--- src/hw/rtl/fcbs_pkg.sv ---
// ----------------------------------------------------------------------------
// Frustum cull package
// Types and constants shared by the frustum culling block.
// ----------------------------------------------------------------------------
package fcbs_pkg;

  localparam int RegCount  = 6;
  localparam int CfgIdxW   = 3;
  localparam int CfgDataW  = 64;
  localparam int CoordW    = 16;
  localparam int RadiusW   = 15;
  localparam int ProdW     = 32;
  localparam int OffsetW   = 31;
  localparam int DistW     = 34;
  localparam int FracShift = 14;

  typedef enum logic {
    OP_BOX    = 1'b0,
    OP_SPHERE = 1'b1
  } op_e;

  typedef enum logic [CfgIdxW-1:0] {
    CFG_PLANE_LEFT   = 3'd0,
    CFG_PLANE_RIGHT  = 3'd1,
    CFG_PLANE_BOTTOM = 3'd2,
    CFG_PLANE_TOP    = 3'd3,
    CFG_PLANE_NEAR   = 3'd4,
    CFG_PLANE_FAR    = 3'd5
  } cfg_idx_e;

  typedef logic [CoordW-1:0] coord_t;
  typedef coord_t [2:0] vec3_t;

  // Register packing: d in the top field, then nz, ny, nx.
  typedef struct packed {
    logic [CoordW-1:0] d;
    logic [CoordW-1:0] nz;
    logic [CoordW-1:0] ny;
    logic [CoordW-1:0] nx;
  } plane_t;

  // Load enables of the three lane stages.
  typedef struct packed {
    logic s1;
    logic s2;
    logic s3;
  } load_t;

endpackage

--- src/hw/rtl/fcbs_plane_lane.sv ---
// ----------------------------------------------------------------------------
// Frustum cull plane lane
// Three-stage distance test of one volume against one plane: corner select,
// multiply, then sum and sign.
// ----------------------------------------------------------------------------
module fcbs_plane_lane
  import fcbs_pkg::*;
(
  input  logic               clk_i,
  input  plane_t             plane_i,
  input  load_t              load_i,
  input  logic               op_i,
  input  vec3_t              lo_i,
  input  vec3_t              hi_i,
  input  logic               op_s1_i,
  input  logic [RadiusW-1:0] radius_s1_i,
  output logic               reject_o
);

  vec3_t n;
  vec3_t coord_d, coord_q;

  logic signed [ProdW-1:0]   prod_d [3];
  logic signed [ProdW-1:0]   prod_q [3];
  logic signed [OffsetW-1:0] offset_d, offset_q;
  logic signed [DistW-1:0]   plane_dist;
  logic                      reject_q;

  assign n = {plane_i.nz, plane_i.ny, plane_i.nx};

  // A box uses the corner farthest along the normal; a sphere its centre.
  always_comb begin
    for (int a = 0; a < 3; a++) begin
      coord_d[a] = ((op_e'(op_i) == OP_BOX) && !n[a][CoordW-1]) ? hi_i[a] : lo_i[a];
    end
  end

  always_comb begin
    for (int a = 0; a < 3; a++) begin
      prod_d[a] = $signed(n[a]) * $signed(coord_q[a]);
    end
  end

  // Offset and radius are both brought up to 14 fraction bits.
  always_comb begin
    offset_d = $signed({plane_i.d[CoordW-1], plane_i.d, {FracShift{1'b0}}});
    if (op_e'(op_s1_i) == OP_SPHERE) begin
      offset_d = offset_d + $signed({2'b00, radius_s1_i, {FracShift{1'b0}}});
    end
  end

  assign plane_dist = $signed({{(DistW-ProdW){prod_q[0][ProdW-1]}}, prod_q[0]})
                    + $signed({{(DistW-ProdW){prod_q[1][ProdW-1]}}, prod_q[1]})
                    + $signed({{(DistW-ProdW){prod_q[2][ProdW-1]}}, prod_q[2]})
                    + $signed({{(DistW-OffsetW){offset_q[OffsetW-1]}}, offset_q});

  always_ff @(posedge clk_i) begin
    if (load_i.s1) begin
      coord_q <= coord_d;
    end
    if (load_i.s2) begin
      prod_q   <= prod_d;
      offset_q <= offset_d;
    end
    if (load_i.s3) begin
      reject_q <= plane_dist[DistW-1];
    end
  end

  assign reject_o = reject_q;

endmodule

--- config.mk ---
export PLATFORM = sky130hd
export DESIGN_NAME = fcbs_plane_lane
export DESIGN_NICKNAME = d
export VERILOG_FILES = /design/src/hw/rtl/fcbs_pkg.sv /design/src/hw/rtl/fcbs_plane_lane.sv
export SDC_FILE = /design/constraint.sdc
export NUM_CORES = 2
export LEC_CHECK = 0
export BUFFER_PORTS_ARGS = -buffer_cell sky130_fd_sc_hd__buf_2
export CORE_UTILIZATION = 40
export DETAILED_ROUTE_END_ITERATION = 7
export GPL_TIMING_DRIVEN = 0
export PLACE_DENSITY = 0.62
export SLEW_MARGIN = 10
export SYNTH_ARGS = -nofsm -noshare
export SYNTH_HDL_FRONTEND = slang
export SYNTH_SLANG_ARGS = --single-unit
--- constraint.sdc ---
create_clock -name clk_i -period 26.5 [get_ports clk_i]
set_input_delay 7.95 -clock clk_i [delete_from_list [all_inputs] [get_ports clk_i]]
set_output_delay 7.95 -clock clk_i [all_outputs]
set_load 0.01 [all_outputs]
* Yosys cells after proc, flatten, opt, wreduce, memory -nomap -nowiden
Cells that the tools add are included. W data, S select, Z words.
Cells by class: divide/modulo/power cells 0, muxes and demuxes 4, $add $sub $neg 4, bitwise logic cells 1, shifts and indexed selects 0, $mul 3, reductions and logical operators 6, equality and inequality tests 0, magnitude comparators 0
Operators with widths (count):
- $mul A16 B16 Y32 | 3
- $mux W16 | 3
- $add A33 B32 Y34 | 1
- $add A34 B31 Y34 | 1
- $add A32 B32 Y33 | 1
- $add A30 B30 Y31 | 1
- $mux W31 | 1
- $logic_and A1 B1 Y1 | 3
- $logic_not A1 Y1 | 3
- $not A1 Y1 | 1
Word-level totals: bits in latches 0, input port bits 181, output and inout port bits 1, register bits after elaboration 176, memories kept 0, memory bits (writable) 0, bits in read-only memories 0, logic and storage cells 27

* Longest topological paths before layout
word-level depth 3, mapped depth 26, mapped depth without buffers 24

* Worst setup path before layout
No wires, ideal clock.
kind input to register, start point input plane_i[31] (netlist name), end point register prod_q[61] (netlist name) (data pin), path slack 12.443 ns, required time 26.241 ns, cell stages on the path 22, buffers on the path 2, data arrival time 13.798 ns, library setup time 0.259 ns, cell sequence clkbuf_1 -> clkbuf_1 -> nand2_1 -> inv_1 -> fa_1 -> inv_1 -> fa_1 -> fa_1 -> fa_1 -> fa_1 -> fa_1 -> inv_1 -> ha_1 -> a21o_1 -> a21o_1 -> a21o_1 -> a2111o_1 -> a2111oi_2 -> o31a_2 -> o21bai_2 -> a21oi_2 -> xnor2_1
RTL lines:
- from (decl) | line fcbs_plane_lane.sv:10 | input plane_t plane_i,
- to (signal assigned) | line fcbs_plane_lane.sv:62 | prod_q <= prod_d;
- to (decl) | line fcbs_plane_lane.sv:24 | logic signed [ProdW-1:0] prod_q [3];

==> impl_metrics.ini <==
[outcome]
status = finished clean

[worst_setup_path]
worstPathMaxFanout = 10
max_stage_delay_ps = 1020
crit_path_frequent_cell = fa_1
cp_cell_sequence = clkbuf_1, clkbuf_1, nand2_1, inv_1, fa_1, fa_1, fa_1, fa_1, fa_1, inv_1, fa_1, inv_1, ha_1, clkbuf_1, nand4_1, nor2_1, nand3_1, a21oi_1, o41ai_2, mux2i_1, a2111oi_1
cp.required_ps = 26770
setup.worst_path.start_class = input pin
r2r-end = prod_q[31]
crit_slowest_cell = fa_1
cp-startpoint = plane_i[47]
critPathCapture = prod_q[31]
reg2reg_from = coord_q[35]
cp_data_arrival_time_ps = 15020
reg2reg_slack_ps = 18950
rr_worst_depth = 21
end_kind = register
crit_type = in -> reg

[synth]
syn_avg_cell_area_sq_um = 10.1
ys_ff_latch = 162
netlist_area_sq_um = 37600
netlist_instances = 3741
async_flop_share_pct = 0
synthDistinctLibCells = 67
ys_seq_area_share_pct = 12.9
synth_nets = 5063
synth_edf_count = 162
synthFlopType = edfxtp_1
yosysWarnings = 0

[layout]
area_delta_synth_final_pct = 8.44
nNetsFinal = 5262
layout_common_cells = inv_1 (888), fa_1 (837), nand2_1 (409)
layout-drive-gt1-share_pct = 7.41
final_common_cell = inv_1

[clock_network]
postCtsSetupBuffers = 0
clkTransAtPathRegs_ps = 80
clockBufferDepth = 2
clkSinkCount = 162
clock_latency_ps = 510
root_buffer = clkbuf_16
htreeDepth = 4
cts_made_buffers = 17
ctsResizeCount = 0
tritoncts = yes
holdBufCountCts = 0

[timing]
fin_worst_skew_ps = 16.7
fmax_mhz = 67.8
setup_violations = 0
tightestPinTransition_ps = 977
period_share_pct = 55.7
slew_headroom_pct = 33.8
rsz0062_at_grt = false
fin_crit_ps = 14750
hold_violations = 0
slew_violations = 0
setup_tns_ps = 0

[routing]
routed-via-count = 25800
drc = 0
drt-vias-per-instance = 4.95
first_pass_iters = 7
totalWireLength_mm = 93.7
drt_iter0_drc = 1793
wl_per_cell_um = 18.0
postRouteAntennaNets = 0

[floorplan]
die_h_um = 309
initial_core_util_pct = 40.4
die_w_um = 309
die_area_sq_um = 95300
ios = 182
core.rowCount = 112
core_area_sq_um = 93200

[place]
hpwl_mm = 80.7
port_buffers = 177
globalplace.congestion = 0.950

[global_routing]
grt_pass1_vias = 27100
antenna_found_initial = 9
grt_use_total_pct = 20.9
grt_max_degree = 92
grt_pass1_wl_mm = 151
overflow = 0

[job]
cap_violations = 0

[worst_hold_path]
hold_path.class = reg -> reg
## stage by stage
stage	utilization (%)	worst slack, ps	cells	hold slack (ps)	instance area (sq um)
3_5_place_dp	43.1	11250	5175	803	40100
3_3_place_gp	43.0	11340	5172	794	40100
6_report	43.8	11750	5209	819	40800
4_1_cts	43.8	11810	5207	825	40800
5_1_grt	43.8	11330	5208	829	40800
2_1_floorplan	-	12440	3741	598	37600
## cell usage after synthesis, drive strengths merged, types with 23 or more instances
master    n  share of area (%)
xnor2    92                2.1
fa      837                 45
a21o     37               0.74
clkbuf  109                1.1
ha      304                 10
mux2     61                1.8
nand2   409                4.1
edfxtp  162                 13
o21ai    42               0.57
and2    371                6.2
nor2     98               0.98
a21oi    83                1.1
inv     888                8.9
nor3     23               0.31
## worst min path at each step
stage / from / endpoint / slack [ps] / cells after the start
final: coord_q[16] / prod_q[32] / 820 / 1
after global routing: coord_q[16] / prod_q[32] / 830 / 1
after CTS: coord_q[16] / prod_q[32] / 830 / 1
after detailed placement: coord_q[16] / prod_q[32] / 800 / 1
after global placement: coord_q[16] / prod_q[32] / 790 / 1
after floorplan: coord_q[16] / prod_q[32] / 600 / 1
## state kept, by name, summed over array words and instances, names as in the netlist
register / cells
coord_q: 48
offset_q: 17
prod_q: 96
reject_o: 1
## layout make-up
| cell class | instances | area (sq um) |
|---|---|---|
| Tap cell | 1254 | 1570 |
| Fill cell | 9029 | 52400 |
| Buffer | 112 | 420 |
| Antenna cell | 2 | 5.00 |
| Inverter | 888 | 3330 |
| Timing Repair Buffer | 180 | 961 |
| Multi-Input combinational cell | 2579 | 29000 |
| Clock inverter | 15 | 210 |
| Sequential cell | 162 | 4860 |
| Clock buffer | 17 | 425 |
## per-layer routing
metal / routed length [um] / global-route usage [%]
met2: 43900 / 33.3
met1: 40700 / 29.0
met4: 2200 / 5.44
met5: 7 / 0
met3: 7000 / 4.10
## worst max-delay path: cells and delay by family
kind / cells / cell delay, ps
adders and majority gates: 7 / 3850
buffers and inverters: 6 / 1390
and+or+nand+nor: 4 / 780
AOI/OAI and AO/OA: 3 / 890
muxes: 1 / 130
## cell families after synthesis
kind of cell,Yosys count,share of synthesized area (%)
mux,66,1.96
compound gates,264,4.73
flops,162,12.9
fa+ha+maj,1141,54.7
buf+inv,1000,9.98
simple gates,994,13.1
xor+xnor,114,2.65
Power is not shown: default switching activity piles up to over one toggle a cycle in this logic, so the estimate is an artifact.
