===== config.mk =====
export PLATFORM = sky130hd
export DESIGN_NAME = fcbs_cfg_regs
export DESIGN_NICKNAME = d
export VERILOG_FILES = /design/src/hw/rtl/fcbs_pkg.sv /design/src/hw/rtl/fcbs_cfg_regs.sv
export SDC_FILE = /design/constraint.sdc
export NUM_CORES = 1
export LEC_CHECK = 0
export ABC_AREA = 0
export BUFFER_PORTS_ARGS = -buffer_cell sky130_fd_sc_hd__buf_2
export CAP_MARGIN = 0
export CORE_ASPECT_RATIO = 0.75
export CORE_MARGIN = 5
export CORE_UTILIZATION = 40
export DETAILED_ROUTE_END_ITERATION = 10
export GPL_TIMING_DRIVEN = 0
export PLACE_DENSITY = 0.71
export SETUP_SLACK_MARGIN = 0.5
export SLEW_MARGIN = 20
export SYNTH_ARGS = -nofsm -noshare
export SYNTH_HDL_FRONTEND = slang
export SYNTH_SLANG_ARGS = --single-unit

===== constraint.sdc =====
create_clock -name clk_i -period 0.8 [get_ports clk_i]
set_clock_uncertainty 0.05 [all_clocks]
set_input_delay 0.12 -clock clk_i [delete_from_list [all_inputs] [get_ports clk_i]]
set_output_delay 0.12 -clock clk_i [all_outputs]
set_load 0.02 [all_outputs]

===== src/hw/rtl/fcbs_pkg.sv =====
// ----------------------------------------------------------------------------
// Frustum cull package
// Types and constants shared by the frustum culling block.
// ----------------------------------------------------------------------------
package fcbs_pkg;

  localparam int RegCount  = 6;
  localparam int CfgIdxW   = 3;
  localparam int CfgDataW  = 64;
  localparam int CoordW    = 16;
  localparam int RadiusW   = 15;
  localparam int ProdW     = 32;
  localparam int OffsetW   = 31;
  localparam int DistW     = 34;
  localparam int FracShift = 14;

  typedef enum logic {
    OP_BOX    = 1'b0,
    OP_SPHERE = 1'b1
  } op_e;

  typedef enum logic [CfgIdxW-1:0] {
    CFG_PLANE_LEFT   = 3'd0,
    CFG_PLANE_RIGHT  = 3'd1,
    CFG_PLANE_BOTTOM = 3'd2,
    CFG_PLANE_TOP    = 3'd3,
    CFG_PLANE_NEAR   = 3'd4,
    CFG_PLANE_FAR    = 3'd5
  } cfg_idx_e;

  typedef logic [CoordW-1:0] coord_t;
  typedef coord_t [2:0] vec3_t;

  // Register packing: d in the top field, then nz, ny, nx.
  typedef struct packed {
    logic [CoordW-1:0] d;
    logic [CoordW-1:0] nz;
    logic [CoordW-1:0] ny;
    logic [CoordW-1:0] nx;
  } plane_t;

  // Load enables of the three lane stages.
  typedef struct packed {
    logic s1;
    logic s2;
    logic s3;
  } load_t;

endpackage


===== src/hw/rtl/fcbs_cfg_regs.sv =====
// ----------------------------------------------------------------------------
// Frustum cull plane registers
// Six packed plane registers written through a plain write port.
// ----------------------------------------------------------------------------
module fcbs_cfg_regs
  import fcbs_pkg::*;
(
  input  logic                clk_i,
  input  logic                rst_ni,
  input  logic                cfg_we_i,
  input  logic [CfgIdxW-1:0]  cfg_idx_i,
  input  logic [CfgDataW-1:0] cfg_wdata_i,
  output plane_t              planes_o [RegCount]
);

  plane_t regs_q [RegCount];
  plane_t regs_d [RegCount];

  always_comb begin
    regs_d = regs_q;
    if (cfg_we_i) begin
      // Indices beyond the last plane are dropped.
      unique case (cfg_idx_e'(cfg_idx_i))
        CFG_PLANE_LEFT:   regs_d[CFG_PLANE_LEFT]   = plane_t'(cfg_wdata_i);
        CFG_PLANE_RIGHT:  regs_d[CFG_PLANE_RIGHT]  = plane_t'(cfg_wdata_i);
        CFG_PLANE_BOTTOM: regs_d[CFG_PLANE_BOTTOM] = plane_t'(cfg_wdata_i);
        CFG_PLANE_TOP:    regs_d[CFG_PLANE_TOP]    = plane_t'(cfg_wdata_i);
        CFG_PLANE_NEAR:   regs_d[CFG_PLANE_NEAR]   = plane_t'(cfg_wdata_i);
        CFG_PLANE_FAR:    regs_d[CFG_PLANE_FAR]    = plane_t'(cfg_wdata_i);
        default: ;
      endcase
    end
  end

  always_ff @(posedge clk_i or negedge rst_ni) begin
    if (!rst_ni) begin
      for (int i = 0; i < RegCount; i++) begin
        regs_q[i] <= '0;
      end
    end else begin
      regs_q <= regs_d;
    end
  end

  assign planes_o = regs_q;

endmodule


# --- Word level (Yosys, flattened, before mapping) ---
# Index checks and enable logic that the tools add are counted.
totals:
  output_inout_bits: 384
  word_cells: 36
  reg_bits: 384
op_classes:
  n_reduce_logical: 7
  n_eq_ne: 5
ops:
  columns: ["operator", "n"]
  rows:
  - ["2-bit AND reduction", 6]
  - ["3-bit by 2-bit == test with 1-bit output, second input constant", 2]
  - ["3-bit == test, second input constant", 2]
  - ["3-bit by 1-bit == test with 1-bit output, second input constant", 1]
  - ["3-bit logical NOT", 1]

# --- Logic depth before layout (Yosys ltp) ---
# Gate-level depths: netlist of run 1.
depth:
  ltp_word: 2
  ltp_mapped: 4
  ltp_nobuf: 2

# --- Worst setup path before layout of run 1 ---
# No wires, ideal clock.
synth_path:
  path_type: "input to register"
  from: "input cfg_idx_i[1]"
  to: "register regs_q (netlist bit planes_o[320])"
  path_stages: 4
  arrival_time_ps: 1037
  setup_slack_ps: -415
  path_cell_list: "nor4b_2 > buf_4 > buf_6 > mux2_1"
synth_between:
  elab_chain_len: 2
synth_rtl:
  columns: ["element", "line_no", "rtl"]
  rows:
  - ["start, declared", "fcbs_cfg_regs.sv:11", "input logic [CfgIdxW-1:0] cfg_idx_i,"]
  - ["3-bit logical NOT", "fcbs_cfg_regs.sv:23", "unique case (cfg_idx_e'(cfg_idx_i))"]
  - ["2-bit AND reduction (no source line)", null, null]
  - ["end signal, assigned", "fcbs_cfg_regs.sv:41", "regs_q <= regs_d;"]
  - ["end, declared", "fcbs_cfg_regs.sv:16", "plane_t regs_q [RegCount];"]
# Every way passes these cells.
# A chain may end at the register's enable or synchronous reset.

# --- Worst setup path in the final report of run 1 ---
layout_path:
  from: "register regs_q (netlist bit planes_o[163])"
  to: "output planes_o[163] in the netlist's numbering"
layout_lines:
  columns: ["element", "line_no", "rtl"]
  rows:
  - ["end, declared", "fcbs_cfg_regs.sv:13", "output plane_t planes_o [RegCount]"]
# No word-level cell between the ends.

==> results.toml, run 1 <==
[power_and_ir_drop]
ir_worst_vdd_mv = 1.81
total_power_mw = 77.2
p_leak_nw = 12.7
p_per_area_nw_per_um2 = 2960

[status]
violations = "hold timing, setup timing"
status = "finished with violations"

[timing]
timing.fmax_mhz = 756
rsz0062_at_grt = "yes"
fin_hold_ws_ns = -0.435
min_period_over_period_pct = 165
tightest_slew_ns = 0.776
fin_ws_ns = -0.523
slew_violations = 0
hold_violations = 475
fin_crit_ns = 1.32
slew_headroom_pct = 48.3
setup_viol = 768
setup-tns-final_ns = -237.78

[synth]
synth_top_area_share_pct = 63.5
ys_ff_latch = 384
syn_area_per_cell_um2 = 18.6
synth_edf_count = 0
ys.flop_type = "dfrtp_1"
synth_nets = 886
ys_top_cells_by_area = "dfrtp_1, mux2_4, mux2_1, buf_6, buf_12"
ys_seq_area_share_pct = 63.5
yosys_warnings = 0
post-synth-top-count-cell = "dfrtp_1"
yosys-top-cells-count = "dfrtp_1, mux2_1, mux2_4, buf_6, buf_4"
syn_inst = 816
synth_cell_type_count = 11
netlist_area_um2 = 15100
async_flop_share_pct = 100
yosys.area.top_type = "dfrtp_1"

[setup_path]
path_max_fanout = 2
cp-start-kind = "flop"
r2r_start = "planes_o[163]$_DFFE_PN0P_"
critical_path_required_ns = 0.63
cpPeakStageDelay_ns = 0.45
rrSetupSlack_ns = -0.34
rr_endpoint = "planes_o[163]$_DFFE_PN0P_"
critical_path_class = "flop to output pin"
path_delay_family = "flip-flops"
worstRegToRegCells = 3
worst-path-buf-inv = 1
end_kind = "output pin"
crit_arrival_ns = 1.15
crit_slowest_cell = "dfrtp_1"
worstPathCellList = "buf_6"

[clock_network]
cts_made_buffers = 39
cts_tree = "yes"
clockRootBuffer = "clkbuf_16"
clk_pin_slew_ns = 0.07
clock_sinks = 384
htreeDepth = 2
clock_latency_ns = 0.53
cts_buffer_depth = 3

[floorplan]
chipHeight_um = 179
pin_count = 454
row_count = 61
design.die.area_um2 = 41900
start_util_pct = 40.7
die_w_um = 235
core_um2 = 37200

[global_routing]
antenna_found_initial = 1
track_usage_pct = 21.7
use_met2_pct = 36.3
grt_pass1_wl_um = 71200
use_met3_pct = 6.21
grt_max_degree = 103
grt_pass1_vias = 11085
met1_usage_pct = 27.4
gr-total-overflow = 0
top_usage_layer = "met2"

[place]
portBuffers = 453
gp_congestion = 0.807
hpwlAfterDp_um = 28600

[layout]
syn2layout_area_growth_pct = 72.6
fin_nets = 1659
postLayoutCoreUtil_pct = 70.2
drive_gt1_share_pct = 84.2
largest_reg_flops = 384

[detailed_routing]
drt-total-wl_um = 58200
dr.pass1.iters = 5
avgViaCountPerCell = 5.04
drc = 0
wl_per_cell_um = 27.4
via_count = 10696
drt.antenna.violating_nets = 0
drtIter0Drc = 656

[run]
maxCapViolCount = 0

[hold_path]
min_path_type = "input port to async pin"
-- cell usage in the layout, fill, tap and decap left out, types with 10 or more instances in the layout --
cell / synthesis / final
mux2_1: 196 / 13
clkbuf_16: 0 / 71
clkbuf_1: 0 / 10
dfrtp_1: 384 / 230
buf_6: 21 / 502
buf_12: 6 / 30
dfrtp_2: 0 / 154
buf_2: 2 / 65
buf_4: 13 / 129
mux2_4: 180 / 363
buf_8: 0 / 15
-- metal layers --
layer	vias to the layer above	wire [um]	part of all wire, %
met3	110	3710	6.4
li1	4436	-	-
met2	467	29000	50
met1	5683	23500	40
met4	0	2030	3.5
met5	-	0	0
-- power breakdown --
group          internal (mW)  total [mW]  switching [mW]
clock                   11.1        19.2            8.06
combinational           17.7        29.9            12.2
sequential              24.1        28.1            4.07
-- repair_timing --
item | CTS | global route
endpoints found under the hold margin | 475 | 475
setup buffers | 145 | 100
pin swaps | 0 | 4
cloned | 0 | 31
gates resized for setup | 702 | 296
endpoints found under the setup margin | 1061 | 1117
-- per-stage QoR --
step / cell area (um^2) / std cells / setup slack, ns
2_1_floorplan: 16000 / 816 / -0.391
4_1_cts: 23600 / 1992 / -0.504
6_report: 26100 / 2124 / -0.523
5_1_grt: 26100 / 2124 / -0.537
3_5_place_dp: 19000 / 1776 / -0.796
3_3_place_gp: 18900 / 1773 / -8.50
-- logic make-up after synthesis --
family,synth area share [%]
multiplexers,33.0
AND/OR/NAND/NOR,0.463
buffers and inverters,3.07
flip-flops,63.5
-- area by class of cell --
type,count,area [um^2]
diodes,1,2.50
plain buffers,42,763
clock buffers,59,1170
clock inverters,12,141
fillers,2101,11100
multi-input cells,390,5780
flip-flops and latches,384,9800
well taps,504,631
repair buffers,732,7840
-- how the worst max path moves through the flow --
| stage | start | slack [ns] | endpoint | cells past startpoint |
|---|---|---|---|---|
| after floorplan | cfg_idx_i[1] | -0.39 | planes_o[320]$_DFFE_PN0P_ | 4 |
| after global placement | rst_ni | -8.50 | planes_o[253]$_DFFE_PN0P_ | 1 |
| after detailed placement | cfg_idx_i[1] | -0.80 | planes_o[327]$_DFFE_PN0P_ | 5 |
| after CTS | planes_o[73]$_DFFE_PN0P_ | -0.50 | planes_o[73] | 1 |
| after global routing | planes_o[120]$_DFFE_PN0P_ | -0.54 | planes_o[120] | 1 |
| final | planes_o[163]$_DFFE_PN0P_ | -0.52 | planes_o[163] | 1 |
(Power assumes the default switching activity.)
==> run 2: changes to the inputs <==
- BUFFER_PORTS_ARGS: -buffer_cell sky130_fd_sc_hd__buf_2 -> -buffer_cell sky130_fd_sc_hd__clkbuf_2
- CELL_PAD_IN_SITES_DETAIL_PLACEMENT: unset -> 1
- CELL_PAD_IN_SITES_GLOBAL_PLACEMENT: unset -> 1
- CORE_UTILIZATION: 40 -> 38
- PLACE_DENSITY: 0.71 -> 0.79
==> run 2 against run 1 <==
The run still ends with hold timing, setup timing left; cell area is 3.3% higher; first-iteration DRC count is 4.1% lower; die area is 5.0% higher; routed wire length is 28% higher; sequential power is 3% higher; global-route usage is 3.1 points higher; critical path depth stayed put; power is 6.2% higher; clock power is 3% higher.
==> results.toml, run 2 (synthesis gave the netlist of run 1 again) <==
[status]
status = "finished with violations"
violations = "hold timing, setup timing"

[hold_path]
min_path_type = "input port to async pin"

[floorplan]
chipHeight_um = 183
design.die.area_um2 = 44000
die_w_um = 241
pin_count = 454
row_count = 63
core_um2 = 39400
start_util_pct = 38.4

[setup_path]
critical_path_class = "flop to output pin"
worst-path-buf-inv = 1
end_kind = "output pin"
cpPeakStageDelay_ns = 0.46
worstPathCellList = "clkbuf_8"
crit_slowest_cell = "dfrtp_1"
cp-start-kind = "flop"
path_max_fanout = 2
path_delay_family = "flip-flops"
critical_path_required_ns = 0.63
crit_arrival_ns = 1.19
rrSetupSlack_ns = -0.38

[detailed_routing]
avgViaCountPerCell = 5.17
drt-total-wl_um = 74400
drt.antenna.violating_nets = 0
dr.pass1.iters = 4
via_count = 11297
wl_per_cell_um = 34.1
drtIter0Drc = 629
drc = 0

[global_routing]
grt_pass1_vias = 11910
track_usage_pct = 24.9
grt_max_degree = 93
gr-total-overflow = 0
grt_pass1_wl_um = 82900
antenna_found_initial = 2

[place]
portBuffers = 453
gp_congestion = 0.814
place_inst = 1793
hpwlAfterDp_um = 31800
place_ws_ns = -0.801

[power_and_ir_drop]
power.share.switching_pct = 33.1
p_leak_nw = 13.1
ir_worst_vdd_mv = 2.09
clkPwrFrac_pct = 24.0
intPower_mw = 54.9
seq_power_share_pct = 35.3
p_per_area_nw_per_um2 = 3040
total_power_mw = 82.0
combPwrFrac_pct = 40.7
p_switching_mw = 27.1

[clock_network]
clk_pin_slew_ns = 0.07
clockRootBuffer = "clkbuf_16"
cts_buffer_depth = 3
clock_latency_ns = 0.51
cts_made_buffers = 39
cts_tree = "yes"
clock_sinks = 384
htreeDepth = 2

[timing]
slew_headroom_pct = 68.8
rsz0062_at_grt = "yes"
timing.fmax_mhz = 733
hold_violations = 760
tightest_slew_ns = 0.468
fin_hold_ws_ns = -0.627
fin_crit_ns = 1.36
min_period_over_period_pct = 171
fin_ws_ns = -0.564
slew_violations = 0
setup_viol = 768

[layout]
fin_nets = 1702
final_common_cell = "mux2_4"
final_cell_mix = "mux2_4, buf_4, dfrtp_1"
instances_no_fill = 2184
num-fill-cells = 3275
postLayoutCoreUtil_pct = 68.5
largest_reg_flops = 384
syn2layout_area_growth_pct = 78.3
drive_gt1_share_pct = 84.2

[run]
maxCapViolCount = 0
-- run 2: worst paths after layout --
check / startpoint / endpoint / cells past startpoint
worst max-delay path: planes_o[349]$_DFFE_PN0P_ / planes_o[349] / 1
worst min-delay path: rst_ni / planes_o[295]$_DFFE_PN0P_ / 1
worst max register to register: planes_o[283]$_DFFE_PN0P_ / planes_o[283]$_DFFE_PN0P_ / 3
worst min register to register: planes_o[95]$_DFFE_PN0P_ / planes_o[95]$_DFFE_PN0P_ / 1
max in group asynchronous: rst_ni / planes_o[198]$_DFFE_PN0P_ / 2
min in group clk_i: cfg_wdata_i[50] / planes_o[114]$_DFFE_PN0P_ / 2
-- run 2: worst reg2reg max path, cell delays in order (launching register included) --
cell and delay [ns]:
dfrtp_2 0.46, buf_6 0.14, buf_4 0.13, mux2_4 0.29
-- run 2: repair_timing --
item                       4_1_cts  5_1_grt
gates cloned                     0       24
buffers inserted               152      142
pin swaps                        0        3
hold endpoints to repair       676      768
setup endpoints to repair     1107     1108
gates resized for setup        534      714
-- run 2: power groups by stage --
stage          registers (mW)  clock network, mW  logic [mW]
2_1_floorplan            31.9                  0        5.93
3_3_place_gp             26.8                  0        17.9
3_5_place_dp             27.0                  0        18.5
4_1_cts                  27.0               19.2        25.7
5_1_grt                  29.3               20.7        34.3
6_report                 29.0               19.7        33.4
-- run 2: layout make-up --
type	count	area, um^2	share of cell area [%]
sequential	384	9800	36.3
timing repair buffer	775	8740	32.4
multi-input combinational	390	5770	21.4
clock buffer	64	1190	4.42
buffer	42	728	2.70
tap	520	651	2.41
clock inverter	7	114	0.422
antenna	2	5.00	0.0185
-- run 2: stage by stage --
stage               setup TNS [ns]  instance area, um^2
global route               -274.99                27000
global placement          -3729.87                18900
finish                     -262.71                27000
CTS                        -242.43                23800
detailed placement         -349.76                19000
floorplan                  -127.94                16000
-- run 2: layer usage --
metal / routed length (um) / track usage [%]
met2: 38000 / 43.2
met5: 0 / 0
met4: 2790 / 8.26
met3: 5320 / 7.64
met1: 28300 / 29.6
